--- src/rtl/rmq_pkg.sv ---
// Shared types and constants for the rotation matrix to quaternion pipeline.
// Holds the port payload structs and the work struct passed between stages.
// No dependencies.
package rmq_pkg;

    localparam int FRAC_BITS = 14;
    localparam int ONE       = 1 << FRAC_BITS;
    localparam int IN_W      = 16;
    localparam int MAG_W     = 15;
    localparam int SUM_W     = IN_W + 3;
    localparam int POS_W     = SUM_W - 2;
    localparam int ROOT_W    = 16;
    localparam int RAD_W     = 2 * ROOT_W;
    localparam int REM_W     = ROOT_W + 1;
    localparam int STEPS     = 2;
    localparam int NSTAGE    = ROOT_W / STEPS;
    localparam int NLANE     = 4;

    typedef struct packed {
        logic signed [IN_W-1:0] m00;
        logic signed [IN_W-1:0] m11;
        logic signed [IN_W-1:0] m22;
        logic signed [IN_W-1:0] m21;
        logic signed [IN_W-1:0] m12;
        logic signed [IN_W-1:0] m02;
        logic signed [IN_W-1:0] m20;
        logic signed [IN_W-1:0] m10;
        logic signed [IN_W-1:0] m01;
    } t_in;

    typedef struct packed {
        logic        [MAG_W-1:0] q_scalar;
        logic signed [IN_W-1:0]  q_x;
        logic signed [IN_W-1:0]  q_y;
        logic signed [IN_W-1:0]  q_z;
    } t_out;

    typedef struct packed {
        logic [RAD_W-1:0]  rad;
        logic [ROOT_W-1:0] root;
        logic [REM_W-1:0]  rem;
    } t_lane;

    typedef struct packed {
        logic neg;
        logic zero;
    } t_sgn;

    // lane 0 is w, lanes 1..3 are x, y, z; sgn[0..2] belong to x, y, z
    typedef struct packed {
        t_lane [NLANE-1:0]   lane;
        t_sgn  [NLANE-2:0]   sgn;
    } t_work;

endpackage

--- src/rtl/rmq_back.sv ---
// Output stage: saturates the roots to one, applies signs, registers the beat.
// Depends on rmq_pkg.
module rmq_back (
    input  logic                i_clk,
    input  logic                i_rst_n,
    input  logic                i_valid,
    output logic                o_ready,
    input  rmq_pkg::t_work      i_work,
    output logic                o_valid,
    input  logic                i_ready,
    output rmq_pkg::t_out       o_data
);

    logic          r_valid;
    rmq_pkg::t_out r_data;
    rmq_pkg::t_out n_data;
    logic [rmq_pkg::MAG_W-1:0] w_mag [rmq_pkg::NLANE];
    logic signed [rmq_pkg::IN_W-1:0] w_vec [rmq_pkg::NLANE-1];

    always_comb begin
        for (int i = 0; i < rmq_pkg::NLANE; i++) begin
            if (i_work.lane[i].root > rmq_pkg::ROOT_W'(rmq_pkg::ONE)) begin
                w_mag[i] = rmq_pkg::MAG_W'(rmq_pkg::ONE);
            end else begin
                w_mag[i] = i_work.lane[i].root[rmq_pkg::MAG_W-1:0];
            end
        end
        for (int i = 0; i < rmq_pkg::NLANE - 1; i++) begin
            if (i_work.sgn[i].zero) begin
                w_vec[i] = '0;
            end else if (i_work.sgn[i].neg) begin
                w_vec[i] = -$signed(rmq_pkg::IN_W'(w_mag[i+1]));
            end else begin
                w_vec[i] = $signed(rmq_pkg::IN_W'(w_mag[i+1]));
            end
        end
        n_data.q_scalar = w_mag[0];
        n_data.q_x      = w_vec[0];
        n_data.q_y      = w_vec[1];
        n_data.q_z      = w_vec[2];
    end

    assign o_ready = !r_valid || i_ready;

    always_ff @(posedge i_clk) begin
        if (!i_rst_n) begin
            r_valid <= 1'b0;
        end else if (o_ready) begin
            r_valid <= i_valid;
        end
        if (o_ready && i_valid) begin
            r_data <= n_data;
        end
    end

    assign o_valid = r_valid;
    assign o_data  = r_data;

endmodule

--- config.mk ---
export PLATFORM = sky130hd
export DESIGN_NAME = rmq_back
export DESIGN_NICKNAME = d
export VERILOG_FILES = /design/src/rtl/rmq_pkg.sv /design/src/rtl/rmq_back.sv
export SDC_FILE = /design/constraint.sdc
export NUM_CORES = 1
export LEC_CHECK = 0
export ABC_AREA = 0
export BUFFER_PORTS_ARGS = -buffer_cell sky130_fd_sc_hd__buf_2
export CAP_MARGIN = 20
export CORE_AREA = 5 5 126 128
export DETAILED_ROUTE_END_ITERATION = 6
export DIE_AREA = 0 0 131 133
export HOLD_SLACK_MARGIN = 0.03
export REMOVE_ABC_BUFFERS = 1
export SLEW_MARGIN = 10
export SYNTH_ARGS = -nofsm -noshare
export SYNTH_HDL_FRONTEND = slang
export SYNTH_SLANG_ARGS = --single-unit
export TNS_END_PERCENT = 50
--- constraint.sdc ---
create_clock -name i_clk -period 6.6 [get_ports i_clk]
set_clock_uncertainty 0.05 [all_clocks]
set_input_delay 0.66 -clock i_clk [delete_from_list [all_inputs] [get_ports i_clk]]
set_output_delay 0.66 -clock i_clk [all_outputs]
set_load 0.02 [all_outputs]
==> impl_metrics.json <==
{
  "wire_per_inst_um": 18.1,
  "initial_utilization_pct": 24.7,
  "cp_slowest_stage_delay_ns": 0.67,
  "die_y_um": 133,
  "rows": 45,
  "arrival_ns": 3.07,
  "clk_latency_ns": 0.33,
  "grtUsageTotal_pct": 14.5,
  "cp_top_family": "simple AND/OR/NAND/NOR gates",
  "peakVddDrop_v": 0.000109,
  "cp.required_ns": 6.69,
  "dp_hpwl_um": 9460,
  "grt_pass1_vias": 3348,
  "grt_max_degree": 64,
  "area_growth_pct": 32.6,
  "status": "finished, final reports clean",
  "syn_inst": 346,
  "viasPerCell": 4.88,
  "yosys_warnings": 0,
  "p_leak_nw": 1.92,
  "cts_root_buf": "clkbuf_16",
  "grt_pass1_wl_um": 19000,
  "first_pass_iters": 4,
  "syn_area_per_cell_um2": 10.5,
  "async_reset_ff_share_pct": 0,
  "clockBufferDepth": 2,
  "gp_congestion": 0.874,
  "slew_viol_final": 0,
  "synth_top_family_by_area": "simple AND/OR/NAND/NOR gates",
  "core_area_mm2": 0.0148,
  "synth.area.mux_share_pct": 0.550,
  "timing.final.setup_violations": 0,
  "hold_viol_final": 0,
  "worst_pin_slew_ns": 0.815,
  "cap_violations": 0,
  "slew-limit-headroom_pct": 45.7,
  "overflow": 0,
  "seq_area_frac_synth_pct": 52.5,
  "setup_tns_ns": 0,
  "final_nets": 756,
  "clk_pin_slew_ns": 0.05,
  "dieArea_mm2": 0.0174,
  "p_per_area_mw_per_mm2": 244,
  "synthAdderAreaFrac_pct": 1.03,
  "synth_edf_count": 63,
  "antennaDiodeCount": 0,
  "ant_nets": 0,
  "ctsHoldBuffers": 0,
  "antenna_found_initial": 0,
  "cts_tree": "done",
  "crit_slowest_cell": "nor4_1",
  "ios": 335,
  "path_max_fanout": 12,
  "drt_wl_total_um": 12300,
  "dieWidth_um": 131,
  "htree_num_levels": 3,
  "synth_compound_area_share_pct": 15.0,
  "drive_gt1_share_pct": 35.0,
  "layout_common_cells": "buf_2, edfxtp_1, nor2_1, nand2_1, xor2_1",
  "crit_chain": "buf_2 > nor4_1 > a41o_1 > nand2_1 > ha_1 > and2b_1 > nor2_2 > a2111oi_2",
  "cts_sinks": 64,
  "max_freq_mhz": 335,
  "vias": 3299,
  "worst-path-buf-inv": 1,
  "cp-end-kind": "flip-flop",
  "drc": 0,
  "post_cts_buffers": 0,
  "synthSimpleGateAreaFrac_pct": 23.3,
  "synth-xor-area-share_pct": 5.05,
  "io_buffers": 138,
  "start_kind": "primary input",
  "ys_types": 52,
  "cts_buffers": 9,
  "fin_crit_sh_pct": 45.2,
  "power_mw": 1.18,
  "cts_resized": 0,
  "netlist_area_mm2": 0.00364,
  "ys_ff_latch": 64,
  "hp-class": "flip-flop to flip-flop",
  "synth_flop_cell": "edfxtp_1",
  "drt-initial-drc-count": 172,
  "fin_crit_ns": 2.98,
  "path_class": "primary input to flip-flop",
  "final_common_cell": "buf_2",
  "rsz0062_at_grt": "false"
}
## registers in the layout, indices dropped and copies added (netlist names)
name and cells:
o_data 63, o_valid 1
## metrics by stage
step / std cells / hold slack [ns] / worst slack (ns) / utilization [%] / cell area (µm²)
after global routing: 676 / 0.537 / 3.28 / 32.7 / 4820
after detailed placement: 660 / 0.476 / 3.31 / 30.6 / 4520
after global placement: 660 / 0.448 / 3.35 / 30.6 / 4520
final: 676 / 0.477 / 3.62 / 32.7 / 4820
after CTS: 676 / 0.484 / 3.65 / 32.7 / 4820
after floorplan: 333 / 0.700 / 3.68 / - / 3580
## report_power, final
group | internal, mW | switching [mW]
registers | 0.478 | 0.00865
logic | 0.0640 | 0.130
clock network | 0.329 | 0.168
## final cells by class
| type | instances | area [µm²] |
|---|---|---|
| clock inverters | 4 | 70.1 |
| clock buffers | 12 | 236 |
| multi-input cells | 260 | 1640 |
| repair buffers | 139 | 698 |
| well taps | 188 | 235 |
| fillers | 1548 | 9930 |
| flip-flops and latches | 64 | 1910 |
| inverters | 9 | 33.8 |
## routing by layer
layer / wire [µm] / part of all wire [%] / GRT usage, %
met3: 1630 / 13 / 8.48
met4: 200 / 1.6 / 5.54
met1: 5820 / 47 / 20.4
met5: 0 / 0 / 0
met2: 4600 / 38 / 17.8
## cell usage after synthesis (3+ instances only)
| cell type | number | area share (%) |
|---|---|---|
| nor2_1 | 39 | 4.0 |
| nor4_1 | 11 | 1.9 |
| a31oi_1 | 4 | 0.69 |
| a21oi_1 | 16 | 2.2 |
| ha_1 | 3 | 1.0 |
| xor2_1 | 19 | 4.6 |
| o31ai_1 | 11 | 2.3 |
| or4_1 | 5 | 1.0 |
| nand3_1 | 8 | 1.1 |
| and4_1 | 3 | 0.72 |
| or3_1 | 7 | 1.2 |
| clkbuf_1 | 11 | 1.1 |
| or2_2 | 4 | 0.69 |
| o2111a_1 | 3 | 0.93 |
| o21ai_0 | 10 | 1.4 |
| a211oi_1 | 4 | 0.83 |
| a21o_1 | 3 | 0.62 |
| and2_1 | 16 | 2.8 |
| inv_1 | 9 | 0.93 |
| nor3_1 | 18 | 2.5 |
| nand2b_1 | 6 | 1.0 |
| nand2_1 | 34 | 3.5 |
| edfxtp_1 | 63 | 52 |
## cell families (layout without fill, tap and decap cells)
group | Yosys count | count (layout)
buf+inv | 22 | 164
fa+ha+maj | 3 | 3
simple gates | 162 | 162
flops | 64 | 64
compound gates | 72 | 72
xor+xnor | 21 | 21
mux | 2 | 2
## worst register-to-register path: cells and delay by family (launching register included)
kind                   cells  cell delay (ns)
buffers and inverters      1             0.63
DFF                        1             0.30
and+or+nand+nor            2             0.23
## final timing paths
check	from	end	slack [ns]	cells after the start
min	o_valid$_SDFFE_PN0N_	o_valid$_SDFFE_PN0N_	0.48	2
max	i_work[93]	o_data[42]$_SDFFCE_PP0P_	3.62	8
max reg2reg	o_valid$_SDFFE_PN0N_	o_data[0]$_SDFFCE_PP0P_	4.98	3
min reg2reg	o_valid$_SDFFE_PN0N_	o_valid$_SDFFE_PN0N_	0.48	2
(Power assumes the default switching activity.)
