### src/rtl/rmq_pkg.sv
// Shared types and constants for the rotation matrix to quaternion pipeline.
// Holds the port payload structs and the work struct passed between stages.
// No dependencies.
package rmq_pkg;

    localparam int FRAC_BITS = 14;
    localparam int ONE       = 1 << FRAC_BITS;
    localparam int IN_W      = 16;
    localparam int MAG_W     = 15;
    localparam int SUM_W     = IN_W + 3;
    localparam int POS_W     = SUM_W - 2;
    localparam int ROOT_W    = 16;
    localparam int RAD_W     = 2 * ROOT_W;
    localparam int REM_W     = ROOT_W + 1;
    localparam int STEPS     = 2;
    localparam int NSTAGE    = ROOT_W / STEPS;
    localparam int NLANE     = 4;

    typedef struct packed {
        logic signed [IN_W-1:0] m00;
        logic signed [IN_W-1:0] m11;
        logic signed [IN_W-1:0] m22;
        logic signed [IN_W-1:0] m21;
        logic signed [IN_W-1:0] m12;
        logic signed [IN_W-1:0] m02;
        logic signed [IN_W-1:0] m20;
        logic signed [IN_W-1:0] m10;
        logic signed [IN_W-1:0] m01;
    } t_in;

    typedef struct packed {
        logic        [MAG_W-1:0] q_scalar;
        logic signed [IN_W-1:0]  q_x;
        logic signed [IN_W-1:0]  q_y;
        logic signed [IN_W-1:0]  q_z;
    } t_out;

    typedef struct packed {
        logic [RAD_W-1:0]  rad;
        logic [ROOT_W-1:0] root;
        logic [REM_W-1:0]  rem;
    } t_lane;

    typedef struct packed {
        logic neg;
        logic zero;
    } t_sgn;

    // lane 0 is w, lanes 1..3 are x, y, z; sgn[0..2] belong to x, y, z
    typedef struct packed {
        t_lane [NLANE-1:0]   lane;
        t_sgn  [NLANE-2:0]   sgn;
    } t_work;

endpackage

### src/rtl/rmq_sqrt_stage.sv
// One stage of the digit-by-digit square root: two root bits for all lanes.
// Depends on rmq_pkg.
module rmq_sqrt_stage (
    input  logic                i_clk,
    input  logic                i_rst_n,
    input  logic                i_valid,
    output logic                o_ready,
    input  rmq_pkg::t_work      i_work,
    output logic                o_valid,
    input  logic                i_ready,
    output rmq_pkg::t_work      o_work
);

    logic           r_valid;
    rmq_pkg::t_work r_work;
    rmq_pkg::t_work n_work;

    function automatic rmq_pkg::t_lane sq_step(input rmq_pkg::t_lane l);
        rmq_pkg::t_lane              o;
        logic [rmq_pkg::REM_W+1:0]   cur;
        logic [rmq_pkg::REM_W+1:0]   trial;
        cur   = {l.rem, l.rad[rmq_pkg::RAD_W-1 -: 2]};
        trial = (rmq_pkg::REM_W + 2)'({l.root, 2'b01});
        o.rad = l.rad << 2;
        if (cur >= trial) begin
            o.rem  = rmq_pkg::REM_W'(cur - trial);
            o.root = {l.root[rmq_pkg::ROOT_W-2:0], 1'b1};
        end else begin
            o.rem  = rmq_pkg::REM_W'(cur);
            o.root = {l.root[rmq_pkg::ROOT_W-2:0], 1'b0};
        end
        return o;
    endfunction

    always_comb begin
        n_work = i_work;
        for (int i = 0; i < rmq_pkg::NLANE; i++) begin
            for (int s = 0; s < rmq_pkg::STEPS; s++) begin
                n_work.lane[i] = sq_step(n_work.lane[i]);
            end
        end
    end

    assign o_ready = !r_valid || i_ready;

    always_ff @(posedge i_clk) begin
        if (!i_rst_n) begin
            r_valid <= 1'b0;
        end else if (o_ready) begin
            r_valid <= i_valid;
        end
        if (o_ready && i_valid) begin
            r_work <= n_work;
        end
    end

    assign o_valid = r_valid;
    assign o_work  = r_work;

endmodule

### config.mk
export PLATFORM = sky130hd
export DESIGN_NAME = rmq_sqrt_stage
export DESIGN_NICKNAME = d
export VERILOG_FILES = /design/src/rtl/rmq_pkg.sv /design/src/rtl/rmq_sqrt_stage.sv
export SDC_FILE = /design/constraint.sdc
export NUM_CORES = 1
export LEC_CHECK = 0
export ABC_AREA = 1
export BUFFER_PORTS_ARGS = -buffer_cell sky130_fd_sc_hd__buf_2
export CORE_ASPECT_RATIO = 0.8
export CORE_MARGIN = 8
export CORE_UTILIZATION = 35
export CTS_BUF_LIST = sky130_fd_sc_hd__clkbuf_16
export CTS_CLUSTER_DIAMETER = 100
export DETAILED_ROUTE_END_ITERATION = 7
export SYNTH_ARGS = -nofsm -noshare
export SYNTH_HDL_FRONTEND = slang
export SYNTH_SLANG_ARGS = --single-unit
### constraint.sdc
create_clock -name i_clk -period 41.8 [get_ports i_clk]
set_clock_uncertainty 0.05 [all_clocks]
set_input_delay 8.36 -clock i_clk [delete_from_list [all_inputs] [get_ports i_clk]]
set_output_delay 8.36 -clock i_clk [all_outputs]
set_load 0.01 [all_outputs]
==> results.json, run 1 <==
{
  "status": "complete, no violations",
  "ys_async_sr_fraction_pct": 0,
  "grt_usage_pct": 18.74,
  "synth_mux_area_share_pct": 0,
  "stdcell_count": 3017,
  "gp_congestion": 0.9317,
  "die_h_um": 209.9,
  "wl_mm": 54.19,
  "worst_pin_slew_ns": 0.9378,
  "remaining_drc_errors": 0,
  "utilization_pct": 43.95,
  "cts_resized": 0,
  "finalHoldViolations": 0,
  "peakVddDrop_v": 0.00003658,
  "ys_top_cells_by_area": "edfxtp_1, ha_1, nand2_1, inv_1, o21ai_0",
  "dp.cells": 2967,
  "syn_area_um2": 16460,
  "synth_top_cell_area_share_pct": 45.62,
  "grt_pass1_vias": 14460,
  "place_area_um2": 19640,
  "synth_top_family_by_area": "simple AND/OR/NAND/NOR gates",
  "hold_class": "reg2reg",
  "yosysMostFrequentCell": "nand2_1",
  "placementRows": 71,
  "setup_viol": 0,
  "met2_length_mm": 24.37,
  "grt_pass1_wl_mm": 82.00,
  "synth_edf_count": 250,
  "total_leakage_power_nw": 10.05,
  "cap_violations": 0,
  "cts_tree": "built",
  "timing.setup.tns_ns": 0,
  "yosysUniqueCellTypes": 50,
  "cts.sink_count": 251,
  "path_max_fanout": 2,
  "ant_nets": 0,
  "crit_type": "in2out",
  "grt_max_degree": 72,
  "avgSynthCellArea_um2": 8.909,
  "start_util_pct": 35.22,
  "wirelength_met1_mm": 24.87,
  "synthTopCellsByCount": "nand2_1, edfxtp_1, inv_1",
  "antenna_found_initial": 5,
  "core_area_um2": 46730,
  "globalRouteOverflowTotal": 0,
  "power_uw": 891.7,
  "cts_setup_buffers": 0,
  "path_clk_slew_ns": 0.06,
  "top_layer": "met5",
  "max_freq_mhz": 58.17,
  "arrival_ns": 8.78,
  "ios": 538,
  "synth-simple-area-share_pct": 20.26,
  "start_kind": "primary input",
  "synth_seq_cells": 251,
  "postCtsHoldBufs": 0,
  "vias_per_cell": 4.908,
  "maxSlewHeadroom_pct": 37.48,
  "dp_hpwl_mm": 45.02,
  "cts_buffer_depth": 3,
  "synth_compound_area_share_pct": 10.84,
  "cp.required_ns": 33.39,
  "synth_fa_ha_area_share_pct": 10.95,
  "drv_slew": 0,
  "cts.htree.levels": 1,
  "seq_area_frac_synth_pct": 45.74,
  "drive_above_1_share_pct": 26.97,
  "io_buffers": 521,
  "first_pass_iters": 7,
  "fin_crit_sh_pct": 41.13,
  "final_area_um2": 20540,
  "wl_met3_mm": 3.924,
  "rsz0062_at_grt": "no",
  "setup_ws_ns": 24.61,
  "dieArea_um2": 54250,
  "crit_path_end_kind": "output port",
  "synthXorXnorAreaFrac_pct": 4.684,
  "postSynthCellCount": 1847,
  "powerDensity_nw_per_um2": 43.42,
  "ys_warn_count": 0,
  "cts_buffers": 27,
  "wire_per_inst_um": 17.96,
  "min_period_ns": 17.19,
  "area_delta_synth_final_pct": 24.79,
  "place_ws_ns": 24.60,
  "nets": 2790,
  "fp.dieW_um": 258.4,
  "ys.flop_type": "edfxtp_1",
  "insertion_delay_ns": 0.56,
  "via_count": 14810,
  "synth_area_leader_cell": "edfxtp_1",
  "drt-initial-drc-count": 1070,
  "clockRootBuffer": "clkbuf_16",
  "rrSetupSlack_ns": 38.59,
  "whs_ns": 0.5461
}
-- critical path: stages --
cell and delay (ns):
buf_2 0.10, inv_1 0.10, nand2_1 0.08, buf_2 0.15
-- placed cells by master, fill, tap and decap left out, drive strengths merged --
cell,synthesis,final
buf,30,525
nand2,480,480
inv,247,253
edfxtp,250,250
o21ai,145,145
ha,144,144
nor2,122,122
nand3,99,99
a21oi,95,95
xor2,46,46
xnor2,42,42
clkbuf,10,27
a21o,24,24
nor3,22,22
conb,1,16
a31oi,15,15
nand4,13,13
nor4,12,12
clkinv,0,11
or2,9,9
o21bai,7,7
a21boi,5,5
a31o,5,5
nand3b,5,5
a221oi,4,4
bufinv,0,4
and3,3,3
o21a,3,3
diode,0,2
o311ai,2,2
and2,2,2
a2111oi,2,2
o211ai,2,2
dfxtp,1,1
-- final timing paths --
kind / startpoint / endpoint / cells past startpoint
worst max-delay path: i_ready / o_ready / 4
worst min-delay path: o_valid / o_valid / 2
worst max register to register: o_valid / o_work[230] / 4
worst min register to register: o_valid / o_valid / 2
-- final cells by class --
class,count,area (um^2)
fillers,4704,26190
multi-input cells,1324,7762
flip-flops and latches,251,7527
repair buffers,525,2638
inverters,247,932.1
well taps,620,775.7
clock buffers,27,675.6
clock inverters,21,220.2
diodes,2,5.005
-- registers in the layout, summed over array words and instances (netlist names) --
register  flops
o_work      250
o_valid       1
-- where the power goes --
part / switching (mW) / total, mW / leakage (nW) / internal (mW)
logic: 0.207 / 0.322 / 7.17 / 0.115
registers: 0.00709 / 0.325 / 2.43 / 0.318
clock network: 0.102 / 0.245 / 0.457 / 0.143
total: 0.316 / 0.892 / 10.1 / 0.575
-- layer usage --
layer  global-route usage, %  up-vias
met5                       0        -
met4                   3.719        4
met3                   4.266       48
met2                   30.20      542
met1                   25.74     6924
li1                        -     7289
-- logic make-up (layout without fill, tap and decap cells) --
family / Yosys count / count (layout)
compound gates: 309 / 309
flops: 251 / 251
other cells: 1 / 18
fa+ha+maj: 144 / 144
buf+inv: 287 / 820
simple gates: 767 / 767
xor+xnor: 88 / 88
Power figures use the tool's default switching activity.
==> run 2: changes to the inputs <==
--- a/config.mk
+++ b/config.mk
@@ -5,7 +5,7 @@
 export SDC_FILE = /design/constraint.sdc
 export NUM_CORES = 1
 export LEC_CHECK = 0
-export ABC_AREA = 1
+export ABC_AREA = 0
 export BUFFER_PORTS_ARGS = -buffer_cell sky130_fd_sc_hd__buf_2
 export CORE_ASPECT_RATIO = 0.8
 export CORE_MARGIN = 8
==> constraint.sdc (replaced) <==
create_clock -name i_clk -period 15 [get_ports i_clk]
set_clock_uncertainty 0.05 [all_clocks]
set_input_delay 3 -clock i_clk [delete_from_list [all_inputs] [get_ports i_clk]]
set_output_delay 3 -clock i_clk [all_outputs]
set_load 0.01 [all_outputs]
==> run 2 against run 1 <==
  * Register-to-register slack got worse by 27 ns
  * Combinational power rose to 2.8 times the previous value
  * Setup slack got worse by 18 ns
  * Routed wire length fell by 4.0%
  * Sequential power rose to 2.8 times the previous value
  * Hold slack got worse by 0.024 ns
  * Synthesized area fell by 1.9%
  * Non-clock buffer count did not move
  * Critical endpoint is now o_work[212]
  * Largest power group unchanged
  * Highest routed layer unchanged
==> results.json, run 2 <==
{
  "status": "complete, no violations",
  "setup_ws_ns": 6.157,
  "dp.cells": 2629,
  "whs_ns": 0.5219,
  "ant_nets": 0,
  "via_count": 13720,
  "dp_hpwl_mm": 42.31,
  "ios": 538,
  "ys.flop_type": "edfxtp_1",
  "insertion_delay_ns": 0.56,
  "ys_async_sr_fraction_pct": 0,
  "place_ws_ns": 5.756,
  "cp.required_ns": 15.16,
  "postCtsHoldBufs": 0,
  "globalRouteOverflowTotal": 0,
  "die_h_um": 208.1,
  "first_pass_iters": 6,
  "grt_pass1_wl_mm": 79.20,
  "ys_top_cells_by_area": "edfxtp_1, ha_1, xnor2_1, a21oi_1, o21ai_0",
  "drv_slew": 0,
  "powerDensity_nw_per_um2": 122.7,
  "grt_max_degree": 77,
  "synth_seq_cells": 251,
  "path_clk_slew_ns": 0.06,
  "cts.htree.levels": 1,
  "crit_path_end_kind": "register",
  "multi_input_area_um2": 7990,
  "cts_tree": "built",
  "maxSlewHeadroom_pct": 14.82,
  "wire_per_inst_um": 19.38,
  "area_delta_synth_final_pct": 25.49,
  "postSynthCellCount": 1523,
  "cts.sink_count": 251,
  "seq_area_frac_synth_pct": 46.64,
  "nets": 2461,
  "drive_above_1_share_pct": 30.58,
  "stdcell_count": 2683,
  "vias_per_cell": 5.113,
  "cts_setup_buffers": 0,
  "max_freq_mhz": 113.1,
  "rsz0062_at_grt": "no",
  "synth_edf_count": 250,
  "syn_area_um2": 16140,
  "path_max_fanout": 28,
  "fp.dieW_um": 256.1,
  "ys_warn_count": 0,
  "crit_type": "in2reg",
  "grt_usage_pct": 18.31,
  "cts_buffer_depth": 3,
  "clockRootBuffer": "clkbuf_16",
  "grt_pass1_vias": 13490,
  "remaining_drc_errors": 0,
  "utilization_pct": 44.38,
  "synthTopCellsByCount": "edfxtp_1, ha_1, a21oi_1",
  "place_area_um2": 19340,
  "final_common_cell": "buf_2",
  "wl_mm": 52.00,
  "yosysMostFrequentCell": "edfxtp_1",
  "power_mw": 2.485,
  "worst_pin_slew_ns": 1.274,
  "cap_violations": 0,
  "core_area_um2": 45630,
  "gp_congestion": 0.8979,
  "nFillCells": 4383,
  "min_period_ns": 8.843,
  "setup_viol": 0,
  "yosysUniqueCellTypes": 88,
  "synth_top_cell_area_share_pct": 46.52,
  "peakVddDrop_v": 0.00008396,
  "antenna_found_initial": 7,
  "start_kind": "primary input",
  "placementRows": 70,
  "seqCellArea_um2": 7527,
  "arrival_ns": 9.00,
  "hold_class": "reg2reg",
  "start_util_pct": 35.37,
  "drt-initial-drc-count": 1022,
  "dieArea_um2": 53280,
  "final_cell_mix": "buf_2, edfxtp_1, ha_1, a21oi_1, nand2_1",
  "timing.setup.tns_ns": 0,
  "synth_area_leader_cell": "edfxtp_1",
  "largest_register_ffs": 250,
  "cts_buffers": 28,
  "cts_resized": 0,
  "avgSynthCellArea_um2": 10.60,
  "fin_crit_sh_pct": 58.95,
  "total_leakage_power_nw": 9.120,
  "final_area_um2": 20250,
  "io_buffers": 521,
  "finalHoldViolations": 0
}
## run 2: cell count changes in the layout (fill, tap and decap cells not counted), moves of 19 or more
cell	before	now
nand2_2	20	0
inv_1	243	113
a21o_1	24	65
xnor2_1	42	75
a21oi_1	93	124
nand3_1	89	27
nor2b_1	0	19
mux2_2	0	31
nand2_1	458	114
o21ai_1	34	8
## run 2: path summary, 6_finish.rpt
path | slack (ns) | to | startpoint | cells after the start
hold / removal | 0.52 | o_valid | o_valid | 2
setup reg to reg | 11.80 | o_work[12] | o_valid | 4
hold reg to reg | 0.52 | o_valid | o_valid | 2
setup / recovery | 6.16 | o_work[212] | i_work[221] | 21
## run 2: worst max-delay path, cell delays in order
cell	delay [ns]
buf_2	0.11
inv_1	0.07
ha_1	0.36
and2_4	0.20
a221o_1	0.38
a2111oi_4	0.45
o21ai_1	0.14
nand2_1	0.11
nand2_1	0.21
inv_2	0.47
mux2_2	0.43
ha_1	0.25
a21oi_1	0.14
o21bai_1	0.07
a21oi_1	0.31
o21ai_0	0.15
nand2_1	0.11
a21boi_0	0.39
a21oi_1	0.18
a211oi_4	1.05
o21ai_0	0.42
## run 2: cell families (layout without fill, tap and decap cells)
family                   Yosys count  in the layout  share of synthesized area, %
flip-flops                       251            251                         46.64
multiplexers                      38             38                         2.605
adder cells (fa/ha/maj)          144            144                         11.16
AO/OA/AOI/OAI                    440            440                         17.82
AND/OR/NAND/NOR                  383            383                         11.60
buffers and inverters            157            686                         4.241
XOR/XNOR                         109            109                         5.915
other                              1             20                       0.02324
## run 2: area by class of cell
class | instances | area share (%)
inverter | 111 | 2.094
clock inverter | 22 | 0.9761
antenna | 4 | 0.04942
multi-input combinational | 1130 | 39.45
sequential | 251 | 37.17
clock buffer | 28 | 3.460
timing repair buffer | 525 | 13.02
tap | 612 | 3.781
## run 2: power by group
part / switching, mW / internal, mW / leakage, nW
sequential: 0.0233 / 0.890 / 2.42
combinational: 0.523 / 0.370 / 6.24
clock: 0.289 / 0.391 / 0.460
total: 0.835 / 1.65 / 9.12
## run 2: routing by layer
metal	wire length [um]	GRT usage, %	vias up
met1	22740	23.94	6443
li1	-	-	6680
met3	4364	5.213	50
met4	849	3.292	4
met5	26	0	-
met2	24020	30.25	542
