<file path="src/rtl/rmq_pkg.sv">
// Shared types and constants for the rotation matrix to quaternion pipeline.
// Holds the port payload structs and the work struct passed between stages.
// No dependencies.
package rmq_pkg;

    localparam int FRAC_BITS = 14;
    localparam int ONE       = 1 << FRAC_BITS;
    localparam int IN_W      = 16;
    localparam int MAG_W     = 15;
    localparam int SUM_W     = IN_W + 3;
    localparam int POS_W     = SUM_W - 2;
    localparam int ROOT_W    = 16;
    localparam int RAD_W     = 2 * ROOT_W;
    localparam int REM_W     = ROOT_W + 1;
    localparam int STEPS     = 2;
    localparam int NSTAGE    = ROOT_W / STEPS;
    localparam int NLANE     = 4;

    typedef struct packed {
        logic signed [IN_W-1:0] m00;
        logic signed [IN_W-1:0] m11;
        logic signed [IN_W-1:0] m22;
        logic signed [IN_W-1:0] m21;
        logic signed [IN_W-1:0] m12;
        logic signed [IN_W-1:0] m02;
        logic signed [IN_W-1:0] m20;
        logic signed [IN_W-1:0] m10;
        logic signed [IN_W-1:0] m01;
    } t_in;

    typedef struct packed {
        logic        [MAG_W-1:0] q_scalar;
        logic signed [IN_W-1:0]  q_x;
        logic signed [IN_W-1:0]  q_y;
        logic signed [IN_W-1:0]  q_z;
    } t_out;

    typedef struct packed {
        logic [RAD_W-1:0]  rad;
        logic [ROOT_W-1:0] root;
        logic [REM_W-1:0]  rem;
    } t_lane;

    typedef struct packed {
        logic neg;
        logic zero;
    } t_sgn;

    // lane 0 is w, lanes 1..3 are x, y, z; sgn[0..2] belong to x, y, z
    typedef struct packed {
        t_lane [NLANE-1:0]   lane;
        t_sgn  [NLANE-2:0]   sgn;
    } t_work;

endpackage

</file>
<file path="src/rtl/rmq_front.sv">
// Input stage: forms the four clamped diagonal sums and the sign flags.
// Depends on rmq_pkg.
module rmq_front (
    input  logic                i_clk,
    input  logic                i_rst_n,
    input  logic                i_valid,
    output logic                o_ready,
    input  rmq_pkg::t_in        i_data,
    output logic                o_valid,
    input  logic                i_ready,
    output rmq_pkg::t_work      o_work
);

    logic           r_valid;
    rmq_pkg::t_work r_work;
    rmq_pkg::t_work n_work;

    logic signed [rmq_pkg::SUM_W-1:0] w_one;
    logic signed [rmq_pkg::SUM_W-1:0] w_a;
    logic signed [rmq_pkg::SUM_W-1:0] w_b;
    logic signed [rmq_pkg::SUM_W-1:0] w_c;
    logic signed [rmq_pkg::SUM_W-1:0] w_sum [rmq_pkg::NLANE];

    function automatic rmq_pkg::t_lane seed(input logic signed [rmq_pkg::SUM_W-1:0] s);
        rmq_pkg::t_lane             l;
        logic [rmq_pkg::POS_W-1:0]  p;
        p = (!s[rmq_pkg::SUM_W-1] && (s != '0)) ? s[rmq_pkg::POS_W-1:0] : '0;
        l.rad  = rmq_pkg::RAD_W'(p) << (rmq_pkg::FRAC_BITS - 2);
        l.root = '0;
        l.rem  = '0;
        return l;
    endfunction

    assign w_one = rmq_pkg::SUM_W'(rmq_pkg::ONE);
    assign w_a   = rmq_pkg::SUM_W'(i_data.m00);
    assign w_b   = rmq_pkg::SUM_W'(i_data.m11);
    assign w_c   = rmq_pkg::SUM_W'(i_data.m22);

    assign w_sum[0] = w_one + w_a + w_b + w_c;
    assign w_sum[1] = w_one + w_a - w_b - w_c;
    assign w_sum[2] = w_one - w_a + w_b - w_c;
    assign w_sum[3] = w_one - w_a - w_b + w_c;

    always_comb begin
        for (int i = 0; i < rmq_pkg::NLANE; i++) begin
            n_work.lane[i] = seed(w_sum[i]);
        end
        n_work.sgn[0].neg  = i_data.m21 < i_data.m12;
        n_work.sgn[0].zero = i_data.m21 == i_data.m12;
        n_work.sgn[1].neg  = i_data.m02 < i_data.m20;
        n_work.sgn[1].zero = i_data.m02 == i_data.m20;
        n_work.sgn[2].neg  = i_data.m10 < i_data.m01;
        n_work.sgn[2].zero = i_data.m10 == i_data.m01;
    end

    assign o_ready = !r_valid || i_ready;

    always_ff @(posedge i_clk) begin
        if (!i_rst_n) begin
            r_valid <= 1'b0;
        end else if (o_ready) begin
            r_valid <= i_valid;
        end
        if (o_ready && i_valid) begin
            r_work <= n_work;
        end
    end

    assign o_valid = r_valid;
    assign o_work  = r_work;

endmodule

</file>
<file path="config.mk">
export PLATFORM = sky130hd
export DESIGN_NAME = rmq_front
export DESIGN_NICKNAME = d
export VERILOG_FILES = /design/src/rtl/rmq_pkg.sv /design/src/rtl/rmq_front.sv
export SDC_FILE = /design/constraint.sdc
export NUM_CORES = 1
export LEC_CHECK = 0
export ABC_AREA = 0
export BUFFER_PORTS_ARGS = -buffer_cell sky130_fd_sc_hd__buf_2
export CAP_MARGIN = 20
export CORE_AREA = 2 2 162 164
export CTS_CLUSTER_SIZE = 12
export DETAILED_ROUTE_END_ITERATION = 10
export DIE_AREA = 0 0 164 166
export GPL_ROUTABILITY_DRIVEN = 0
export PLACE_DENSITY = 0.79
export RECOVER_POWER = 100
export REMOVE_ABC_BUFFERS = 1
export SLEW_MARGIN = 0
export SYNTH_ARGS = -nofsm -noshare
export SYNTH_HDL_FRONTEND = slang
export SYNTH_SLANG_ARGS = --single-unit
</file>
<file path="constraint.sdc">
create_clock -name i_clk -period 12.9 [get_ports i_clk]
set_clock_uncertainty 0.2 [all_clocks]
set_input_delay 2.58 -clock i_clk [delete_from_list [all_inputs] [get_ports i_clk]]
set_output_delay 2.58 -clock i_clk [all_outputs]
set_load 0.03 [all_outputs]
</file>
==> run summary, run 1 <==
The width of the die came out at 164 um. The TritonCTS buffer count came out at 9. The synthesized design contains 75 register bits.

The transition time at the pin with the least slew margin came out at 4.81 ns. The worst setup path is of the in -> reg kind. The Yosys step of the flow raised 0 warnings. The worst pin sits at a relative slew slack of -221%. The clock latency reported for the late side of the worst-skew pair came out at 0.35 ns.

The level count of the clock H-tree is 3. In this run the worst hold path is classified as reg -> reg. The fraction of layout cells with a size suffix above 1 is 12.9%. The multi-input combinational cells in the finished layout cover a total of 6700 um^2. By count the netlist is led by sky130_fd_sc_hd__buf_4 (194), sky130_fd_sc_hd__inv_1 (152), sky130_fd_sc_hd__ha_1 (128). Of the total synthesized cell area, the portion taken by full adders, half adders and majority gates is 29.0%.

sky130_fd_sc_hd__edfxtp_1 takes more of the synthesized area than any other cell. The number of nets with antenna violations after detailed routing came out at 0. The multiplexer share of the synthesized area came out at 0.109%. The worst vdd rail ir drop came out at 70.7 uV. The most common cell in the synthesized netlist is sky130_fd_sc_hd__buf_4. The core outline area is 25600 um^2. Averaged over all synthesized cells, the footprint is 9.19 um^2. Synthesis produced 1120 cells. The count of buffers added on input and output ports is 223. Summing the areas of all compound-gate instances in the mapped netlist gives 12.3% of the synthesized area. The final count of negative-setup-slack endpoints came out at 0.

Pin placement for this block handled 416 I/O pins. The total number of placement rows is 59. In this design, the stage delay of the slowest critical-path cell is 0.69 ns. The power density over cell area is 130 nW/um^2.

The average wire per standard cell is 14.6 um. By area the synthesized netlist is led by sky130_fd_sc_hd__edfxtp_1 (22%), sky130_fd_sc_hd__ha_1 (16%), sky130_fd_sc_hd__buf_4 (14%), sky130_fd_sc_hd__fa_1 (13%), sky130_fd_sc_hd__inv_1 (5.5%). The count of final max-slew check failures came out at 93.

The origin of the critical flop-to-flop path is o_valid. Relative to the synthesized area, the layout overhead comes to 9.24%. The worst hold path begins at o_valid. The buffer depth of the longest clock path is 2. After synthesis, the largest family of logic cells by area is adder cells.

The cell at the root of the clock tree is sky130_fd_sc_hd__clkbuf_16. The netlist area before placement is 10300 um^2. Along the worst hold path, the cell count comes to 2. The xor and xnor fraction of the mapped netlist area is 4.76%. The CTS tree is built. The post-cts gate resize count came out at 0. For hold timing, the worst endpoint is o_valid. The reg2reg setup slack came out at 8.30 ns. The via count of the first global-routing pass is 7752.

The final instance area is 11200 um^2. The number of antenna violations at the first check in global routing is 4. Setup repair after global routing left no endpoint under its margin. The CTS sink count is 75. The leftover overflow at the end of global routing came out at 0. The logic depth of the worst register-to-register path is 2. Of the available clock period, the critical path in the final layout requires 59.3%. The run finished, with violations left.

The wire length of the first global-routing pass came out at 38000 um. The proportion of synthesized chip area in sequential cells is 21.8%. The total iterations of the first detailed-routing run came out at 6. The share of async-settable or async-resettable flops after synthesis came out at 0%. The all-layer global routing usage came out at 17.7%.

STA classifies the critical path startpoint as an input pin. The DRC marker count from the first detailed-route iteration came out at 491. The die height came out at 166 um. The final reports fail on capacitance limit, slew limit. The highest net fanout along the worst path is 17. The number of DRC violations after detailed routing came out at 0. The area enclosed by the die boundary is 27200 um^2. The via-per-instance ratio is 4.69.

The signal on the critical path passes through clkbuf_1 -> or4_1 -> nor4_1 -> nand2_1 -> or2_2 -> nor4_1 -> xnor2_1 -> fa_1 -> ha_1 -> nand4_1 -> nor2_1 -> a2111oi_0 -> o31ai_4 -> o221ai_2 -> a31o_1 -> nor2_1. The final layout net count is 1692. The predominant post-synthesis flop cell is sky130_fd_sc_hd__edfxtp_1. Summing all flip-flop and latch instances after layout gives 2240 um^2. The maximum number of pins on one net before global-route repair came out at 75.

The clock-pin slew of the registers on the worst-case setup and hold paths came out at 0.06 ns. After routing, the total negative slack on setup checks comes to 0 ns. Yosys mapped a number of flops with a built-in enable equal to 74. The leakage power summed over all cells is 5.70 nW. The endpoint identified for the worst register-to-register timing path is o_work[121].

The starting utilization of the core area came out at 40.2%. The fraction of synthesized cell area taken by the top area cell type came out at 21.6%. For the worst setup path, the data arrival time is 7.53 ns. The final critical path time including I/O delays and setup came out at 7.65 ns. The placed wire-length estimate after detailed placement is 21000 um. The via total after detailed routing is 7910. The final-report hold violation count is 0. The cell area reported after detailed placement came out at 11100 um^2. The final routed wirelength across all metal layers is 24600 um. The count of distinct cell types in the synthesized netlist is 63.

For the worst setup path, the data required time is 12.77 ns. The worst setup path is captured at a flip-flop. The total of fill cells in the finished design is 2504. The cell with the largest stage delay on the worst path is sky130_fd_sc_hd__a2111oi_0. The tool flagged a number of max-cap violations equal to 2. The hold buffer count at CTS came out at 0. The basic-gate share of the synthesized area counting and, or, nand and nor cells is 12.0%. The post-CTS repair timing setup buffer count is 0. The highest clock frequency the design can meet came out at 131 MHz.
-- through the flow --
step	std cells	util (%)	total power, mW	hold WS [ns]	worst slack, ns
after floorplan	1113	-	0.998	0.685	5.77
after global placement	1671	43.2	1.19	0.308	5.29
after detailed placement	1671	43.2	1.21	0.333	5.13
after CTS	1687	44.3	1.48	0.340	5.48
after global routing	1688	43.9	1.56	0.410	4.91
final	1688	43.9	1.46	0.336	5.25
-- layout make-up --
type / count / share of cell area, %
well taps: 335 / 3.73
clock buffers: 10 / 2.04
diodes: 1 / 0.0223
flip-flops and latches: 75 / 19.9
repair buffers: 223 / 9.05
inverters: 152 / 5.07
clock inverters: 6 / 0.579
multi-input cells: 886 / 59.6
-- where the power goes --
group          total, mW  switching (mW)  internal (mW)
Sequential         0.379          0.0183          0.361
Combinational      0.823           0.559          0.263
Clock              0.258           0.108          0.150
-- cell usage in the layout (no fill, tap or decap), drive strengths merged, types with 19 or more instances in the layout --
cell and instances:
xnor2 27, nor3 26, nand2 37, ha 128, xor2 29, clkbuf 89
inv 153, a21oi 50, o21ai 34, nor2 94, buf 144, a21o 32
conb 192, o21a 19, edfxtp 74, fa 69
-- sequential cells by signal (all words and copies together) (netlist names) --
name	flops
o_valid	1
o_work	74
-- critical path: cells and delay by family --
kind	cells	cell delay (ns)
AOI/OAI and AO/OA	4	1.60
xor gates and xnor gates	1	0.23
adders and majority gates	2	0.89
buffers and inverters	1	0.18
and+or+nand+nor	8	2.04
-- per-layer routing --
layer	vias up	wire length, um	GRT usage [%]
li1	3833	-	-
met1	3690	9900	20.7
met2	327	12500	31.9
met5	-	44	0
met3	54	1510	3.52
met4	6	622	6.10
-- logic make-up after synthesis --
group                    after synthesis
adder cells (fa/ha/maj)              197
other                                  1
flip-flops                            75
XOR/XNOR                              56
buffers and inverters                350
AND/OR/NAND/NOR                      253
AO/OA/AOI/OAI                        187
multiplexers                           1
-- worst max path at each step --
stage | start | to
after floorplan | i_data[133] | o_work[249]
after global placement | i_data[130] | o_work[249]
after detailed placement | i_data[130] | o_work[251]
after CTS | i_data[130] | o_work[251]
after global routing | i_data[130] | o_work[249]
final | i_data[130] | o_work[251]
Note: power is estimated with default switching activity, not from simulation.
==> run 2: changes to the inputs <==
Settings changed: PLACE_DENSITY 0.79 to 0.81.
Clock period 12.9 ns to 6.21 ns, I/O delays scaled along.
==> run 2 against run 1 <==
The run still ends with capacitance limit, slew limit left. Routed wire length rose by 2.0%. Via count rose by 1.3%. Die area did not move. Worst hold slack got worse by 0.0030 ns. Register-to-register slack got worse by 6.6 ns. Sequential cell count did not move. Sequential power rose by 110%. Non-clock buffer count rose by 1. Highest routed layer unchanged.
==> run summary, run 2 (synthesis results as in run 1) <==
The run finished, with violations left. The checks that failed: capacitance limit, slew limit. Measured along the x axis, the die boundary spans 164 um. After clock tree synthesis, the clock-pin slew on the worst setup and hold paths is 0.06 ns.

The via total after detailed routing is 8012. The placed wire-length estimate after detailed placement came out at 21200 um. The die height is 166 um. The critical path data arrival time is 5.78 ns.

The area enclosed by the die boundary is 27200 um^2. The number of nets with antenna violations after detailed routing came out at 0. The starting utilization of the core area is 40.2%. The leftover overflow at the end of global routing came out at 0. The maximum number of pins on one net before global-route repair came out at 75. The global-route met3 utilization came out at 2.80%. The number of cells traversed by the worst hold path came out at 2.

The top cell types in the final layout, fill and taps aside, are sky130_fd_sc_hd__conb_1 (192), sky130_fd_sc_hd__inv_1 (152), sky130_fd_sc_hd__buf_2 (146). For the pin with the worst max-slew slack, the measured transition is 4.65 ns. After the last flow step, the layout net total stands at 1693.

The via count of the first global-routing pass came out at 7697. The met1 global-route usage came out at 21.4%. During I/O placement, the number of pins put on the boundary was 416. Setup repair after global routing left no endpoint under its margin. The buffer depth of the longest clock path is 2.

Of all nets on the critical path, the largest fanout is 17. In the global route stage, met2 resource usage came out at 32.4%. The final critical path time including I/O delays and setup is 5.90 ns.

Walking the worst path, the cells encountered are buf_2 -> or4_1 -> nor4_2 -> nand2_1 -> or2_2 -> nor4_1 -> xnor2_1 -> fa_1 -> ha_1 -> a21o_1 -> nor2_1 -> nand2_1 -> a21oi_1 -> o31ai_1 -> a211oi_1 -> mux2_2 -> nor3_1. Setup violations remaining at the end of the flow were counted as 0. The required time of the critical path is 6.10 ns. Derived from the worst setup path, the maximum achievable clock frequency is 170 MHz. The launch point of the worst hold path is o_valid. Tracing the worst setup path back leads to its startpoint at i_data[130]. The kind of end point of the critical path is a flip-flop. The cell area reported after detailed placement is 11100 um^2.

In this run the post-CTS setup repair buffer count came out at 0. The level count of the clock H-tree came out at 3. The CTS sink count came out at 75. After routing the design area is 11300 um^2. The core outline area came out at 25600 um^2. The final-report hold violation count was 0.

The final-layout setup total negative slack is 0 ns. In this run the power density over the cells is 275 nW/um^2. The wire length of the first global-routing pass came out at 38600 um. The flip-flop count of the largest register after layout came out at 74. The count of buffers from port buffering is 223. The critical path startpoint category is an input pin.

The leakage power summed over all cells came out at 5.72 nW. The DRC marker count from the first detailed-route iteration came out at 435. The total of fill cells in the finished design came out at 2481. The worst hold path belongs to the class reg -> reg. The critical path is of the in -> reg type.

The all-layer global routing usage came out at 18.0%. TritonCTS built the clock tree. The number of DRC violations after detailed routing is 0. The total of max-cap violations is 2. The core occupancy in the finished layout is 44.1%.

The number of antenna violations at the first check in global routing is 3. The final routed wirelength across all metal layers is 25100 um. In this run the most used layer during global routing was met2.

The average wire per standard cell came out at 14.8 um. In this run the critical register-to-register path is launched from o_valid. The growth of design area from synthesis to finish came out at 9.72%.

In this run the clock root is driven by a sky130_fd_sc_hd__clkbuf_16. In the final layout, the share of cells above drive strength 1 is 13.5%. After detailed routing, the number of vias per cell comes to 4.74. On the critical path, the stage with the largest delay is an instance of sky130_fd_sc_hd__or4_1. The total number of placement rows came out at 59.

The hold buffer count at CTS came out at 0. The stage delay of the slowest cell on the critical path is 0.61 ns. The logic depth of the worst register-to-register path came out at 2. The most common library cell in the layout ignoring fill and taps is sky130_fd_sc_hd__conb_1.

The count of final max-slew check failures is 93. The clock latency reported for the late side of the worst-skew pair came out at 0.35 ns. In this run the tightest slew margin relative to its limit is -210%. The total iterations of the first detailed-routing run came out at 7. IR analysis of the VDD net gives a maximum drop of 159 uV. The final worst hold slack is 0.333 ns. The part of the cycle the worst path needs is 95.0%. The cell that appears most often on the critical path is sky130_fd_sc_hd__nand2_1.

The TritonCTS buffer count is 9.
-- run 2: changes by cell type in the layout (fill, tap and decap cells not counted), sizes merged --
cell      previous run  this run
buf                144       147
bufinv               1         2
clkbuf              89        86
diode                1         2
clkinvlp             1         3
inv                153       154
clkinv               3         0
-- run 2: layout make-up --
class | instances | area (um^2) | area share [%]
diodes | 2 | 5.00 | 0.0443
clock buffers | 9 | 225 | 1.99
clock inverters | 7 | 100 | 0.886
inverters | 152 | 571 | 5.05
multi-input cells | 886 | 6710 | 59.4
flip-flops and latches | 75 | 2240 | 19.8
well taps | 335 | 419 | 3.71
repair buffers | 224 | 1030 | 9.09
-- run 2: power breakdown --
group	total (mW)	leakage [nW]	internal (mW)	switching [mW]
sequential	0.793	0.741	0.750	0.0423
combinational	1.72	4.83	0.550	1.17
clock	0.595	0.149	0.355	0.240
-- run 2: final timing paths --
| kind | to | slack, ns |
|---|---|---|
| worst min register to register | o_valid | 0.33 |
| worst max-delay path | o_work[184] | 0.31 |
| worst max register to register | o_work[123] | 1.74 |
| worst min-delay path | o_valid | 0.33 |
-- run 2: routing by layer --
metal / vias to the layer above / share of wire (%)
met5: - / 0.064
met4: 2 / 2.9
met3: 58 / 6.1
met2: 326 / 50
met1: 3785 / 40
li1: 3841 / -
-- run 2: timing repair --
action	in CTS	in global routing
resized for setup	0	2
setup endpoints to repair	0	33
hold endpoints to repair	0	0
-- run 2: worst max-delay path, delay by kind of cell --
kind	cells	cell delay (ns)
AND/OR/NAND/NOR	8	1.94
XOR/XNOR	1	0.22
adder cells (fa/ha/maj)	2	0.88
AO/OA/AOI/OAI	4	0.89
buffers and inverters	1	0.16
multiplexers	1	0.44
-- run 2: stage by stage --
step / total power [mW] / cells / setup WS (ns)
global route: 3.32 / 1690 / 0.0394
CTS: 3.14 / 1688 / 0.274
global placement: 2.48 / 1672 / 0.200
floorplan: 2.07 / 1113 / 0.423
detailed placement: 2.53 / 1672 / -0.0554
finish: 3.11 / 1690 / 0.313
==> run 3: changes to the inputs <==
Settings changed: CAP_MARGIN 20 to default, CORE_AREA 2 2 162 164 to 2 2 164 166, DIE_AREA 0 0 164 166 to 0 0 166 168, PLACE_DENSITY 0.81 to 0.8.
==> run 3 against run 2 <==
The flow still finishes with violations (capacitance limit, slew limit). Sequential power fell by 0.8%. First-iteration DRC count rose by 45%. Via count fell by 0.70%. Power rose by 0.30%. Register-to-register slack improved by 0.91 ns.
==> run summary, run 3 (synthesis results as in run 1) <==
In this run, the number of DRC markers left after iteration 0 of detailed routing was 629. The final critical path time including I/O delays and setup is 5.90 ns. The number of cells after detailed placement came out at 1678. The TritonCTS buffer count is 9. The flip-flop count of the largest register after layout is 74.

STA classifies the critical path startpoint as an input pin. Counting along the longest clock path gives a buffer depth of 2. The top-level port count came out at 416. The first global-routing pass estimated 38100 um of wire. The fraction of layout cells with a size suffix above 1 is 13.4%.

The clock-pin slew of the registers on the worst-case setup and hold paths came out at 0.06 ns. The leakage power summed over all cells is 5.74 nW. The average wire per standard cell came out at 14.5 um. The leftover overflow at the end of global routing came out at 0.

Final hold analysis gives a worst-case slack of 0.336 ns. The via count of the first global-routing pass came to 7585. The width of the die came out at 166 um. The die height came out at 168 um. The core outline area came out at 26400 um^2. The number of DRC violations after detailed routing is 0. The met1 wire length is 10000 um.

Registers take 2240 um^2. The hold buffer count at CTS came out at 0. The area enclosed by the die boundary came out at 27900 um^2.

In the detailed route, the total length drawn on met2 is 12000 um. The critical path data arrival time is 5.78 ns. The total of max-cap violations came out at 1. Setup repair after global routing left no endpoint under its margin. The number of antenna violations at the first check in global routing is 11.

Setup violations remaining at the end of the flow were counted as 0. The final-report hold violation count was 0. In this run the clock root is driven by a sky130_fd_sc_hd__clkbuf_16.

The critical path in this run is classified as in -> reg. The total iterations of the first detailed-routing run is 5. Summing all multi-input logic gate instances after layout gives 6710 um^2. The met3 wirelength from detailed routing came out at 2010 um. The flow ran to the end, but the final reports show violations. The level count of the clock H-tree is 3. The all-layer global routing usage came out at 17.1%.

The highest net fanout along the worst path came out at 17. The final worst slack came out at 0.307 ns. The placed wire-length estimate after detailed placement is 21100 um.

The CTS sink count is 75. In this run the worst hold path is classified as reg -> reg. Derived from the worst setup path, the maximum achievable clock frequency is 169 MHz. Measured against its own limit, the worst slew margin works out to -125%. The required time of the critical path came out at 6.09 ns. After the last flow step, the layout net total stands at 1693. The reg2reg setup slack came out at 2.65 ns. The via-per-instance ratio is 4.68. The count of final max-slew check failures came out at 75. The post-cts gate resize count is 0.

The maximum number of pins on one net before global-route repair came out at 75. The total of fill cells in the finished design is 2573. Once the floorplan was initialized, standard cells occupied 39.1% of the core. The library cell used most frequently in the layout, excluding fill and tap cells, is sky130_fd_sc_hd__conb_1.

The via total after detailed routing is 7956. Power spread over the standard cell area amounts to 275 nW/um^2. The final-layout setup total negative slack came out at 0 ns. TritonCTS built the clock tree. The library cells used most frequently in the layout, excluding fill and tap cells, are sky130_fd_sc_hd__conb_1 (192), sky130_fd_sc_hd__inv_1 (152), sky130_fd_sc_hd__buf_2 (145). The growth of design area from synthesis to finish came out at 10.1%.

The total number of placement rows is 60. Once layout is complete, the utilization of the core stands at 43.0%. The transition time at the pin with the least slew margin is 3.38 ns. IR analysis of the VDD net gives a maximum drop of 216 uV. The post-CTS repair timing setup buffer count is 0. STA classifies the critical path endpoint as a flip-flop. The final routed wirelength across all metal layers came out at 24600 um. The highest layer touched by signal routing is met5. The count of non-filler cells in the finished layout is 1700. The checks that failed: capacitance limit, slew limit. In this run the remaining antenna-violating nets after routing total 0. The part of the cycle the worst path needs is 95.1%. Clock latency on the worst-skew pair, taken at its later pin, is 0.34 ns.

The count of buffers from port buffering came out at 223. The setup slack at placement is -0.0268 ns.
[run 3: cell count changes in the layout (fill, tap and decap cells not counted), moves of 2 or more]
| cell | before | now |
|---|---|---|
| sky130_fd_sc_hd__diode_2 | 2 | 6 |
| sky130_fd_sc_hd__clkinv_2 | 0 | 2 |
| sky130_fd_sc_hd__clkinvlp_4 | 3 | 1 |
| sky130_fd_sc_hd__inv_6 | 2 | 0 |
[run 3: worst max-delay path, stage by stage]
cell,delay [ns]
sky130_fd_sc_hd__clkbuf_1,0.15
sky130_fd_sc_hd__or4_1,0.67
sky130_fd_sc_hd__nor4_1,0.32
sky130_fd_sc_hd__nand2_1,0.14
sky130_fd_sc_hd__or2_2,0.36
sky130_fd_sc_hd__nor4_1,0.25
sky130_fd_sc_hd__xnor2_1,0.22
sky130_fd_sc_hd__fa_1,0.51
sky130_fd_sc_hd__ha_1,0.39
sky130_fd_sc_hd__a21o_1,0.21
sky130_fd_sc_hd__nor2_1,0.09
sky130_fd_sc_hd__nand2_1,0.05
sky130_fd_sc_hd__a21oi_1,0.19
sky130_fd_sc_hd__o31ai_1,0.15
sky130_fd_sc_hd__a211oi_1,0.26
sky130_fd_sc_hd__mux2_2,0.44
sky130_fd_sc_hd__nor3_1,0.11
[run 3: through the flow]
step / total power, mW / area, um^2
after global placement: 2.49 / 11100
after global routing: 3.34 / 11300
after floorplan: 2.07 / 9520
after detailed placement: 2.54 / 11100
final: 3.12 / 11300
after CTS: 3.17 / 11400
[run 3: routing by layer]
metal | vias up | GRT usage (%)
li1 | 3838 | -
met1 | 3729 | 20.7
met2 | 338 | 30.1
met3 | 41 | 4.42
met4 | 10 | 4.80
met5 | - | 0
[run 3: final timing paths]
kind               startpoint          end  cells after the start
setup / recovery  i_data[133]  o_work[184]                     17
hold / removal        o_valid      o_valid                      2
setup reg to reg      o_valid  o_work[260]                      2
hold reg to reg       o_valid      o_valid                      2
[run 3: area by class of cell]
class / count / share of cell area (%)
multi-input cells: 886 / 59.2
flip-flops and latches: 75 / 19.8
repair buffers: 224 / 9.05
inverters: 152 / 5.03
well taps: 341 / 3.76
clock buffers: 9 / 1.99
clock inverters: 7 / 1.03
diodes: 6 / 0.132
[run 3: power breakdown]
part / switching [mW] / internal (mW) / total, mW
sequential: 0.0382 / 0.748 / 0.787
combinational: 1.16 / 0.553 / 1.71
clock: 0.225 / 0.392 / 0.617
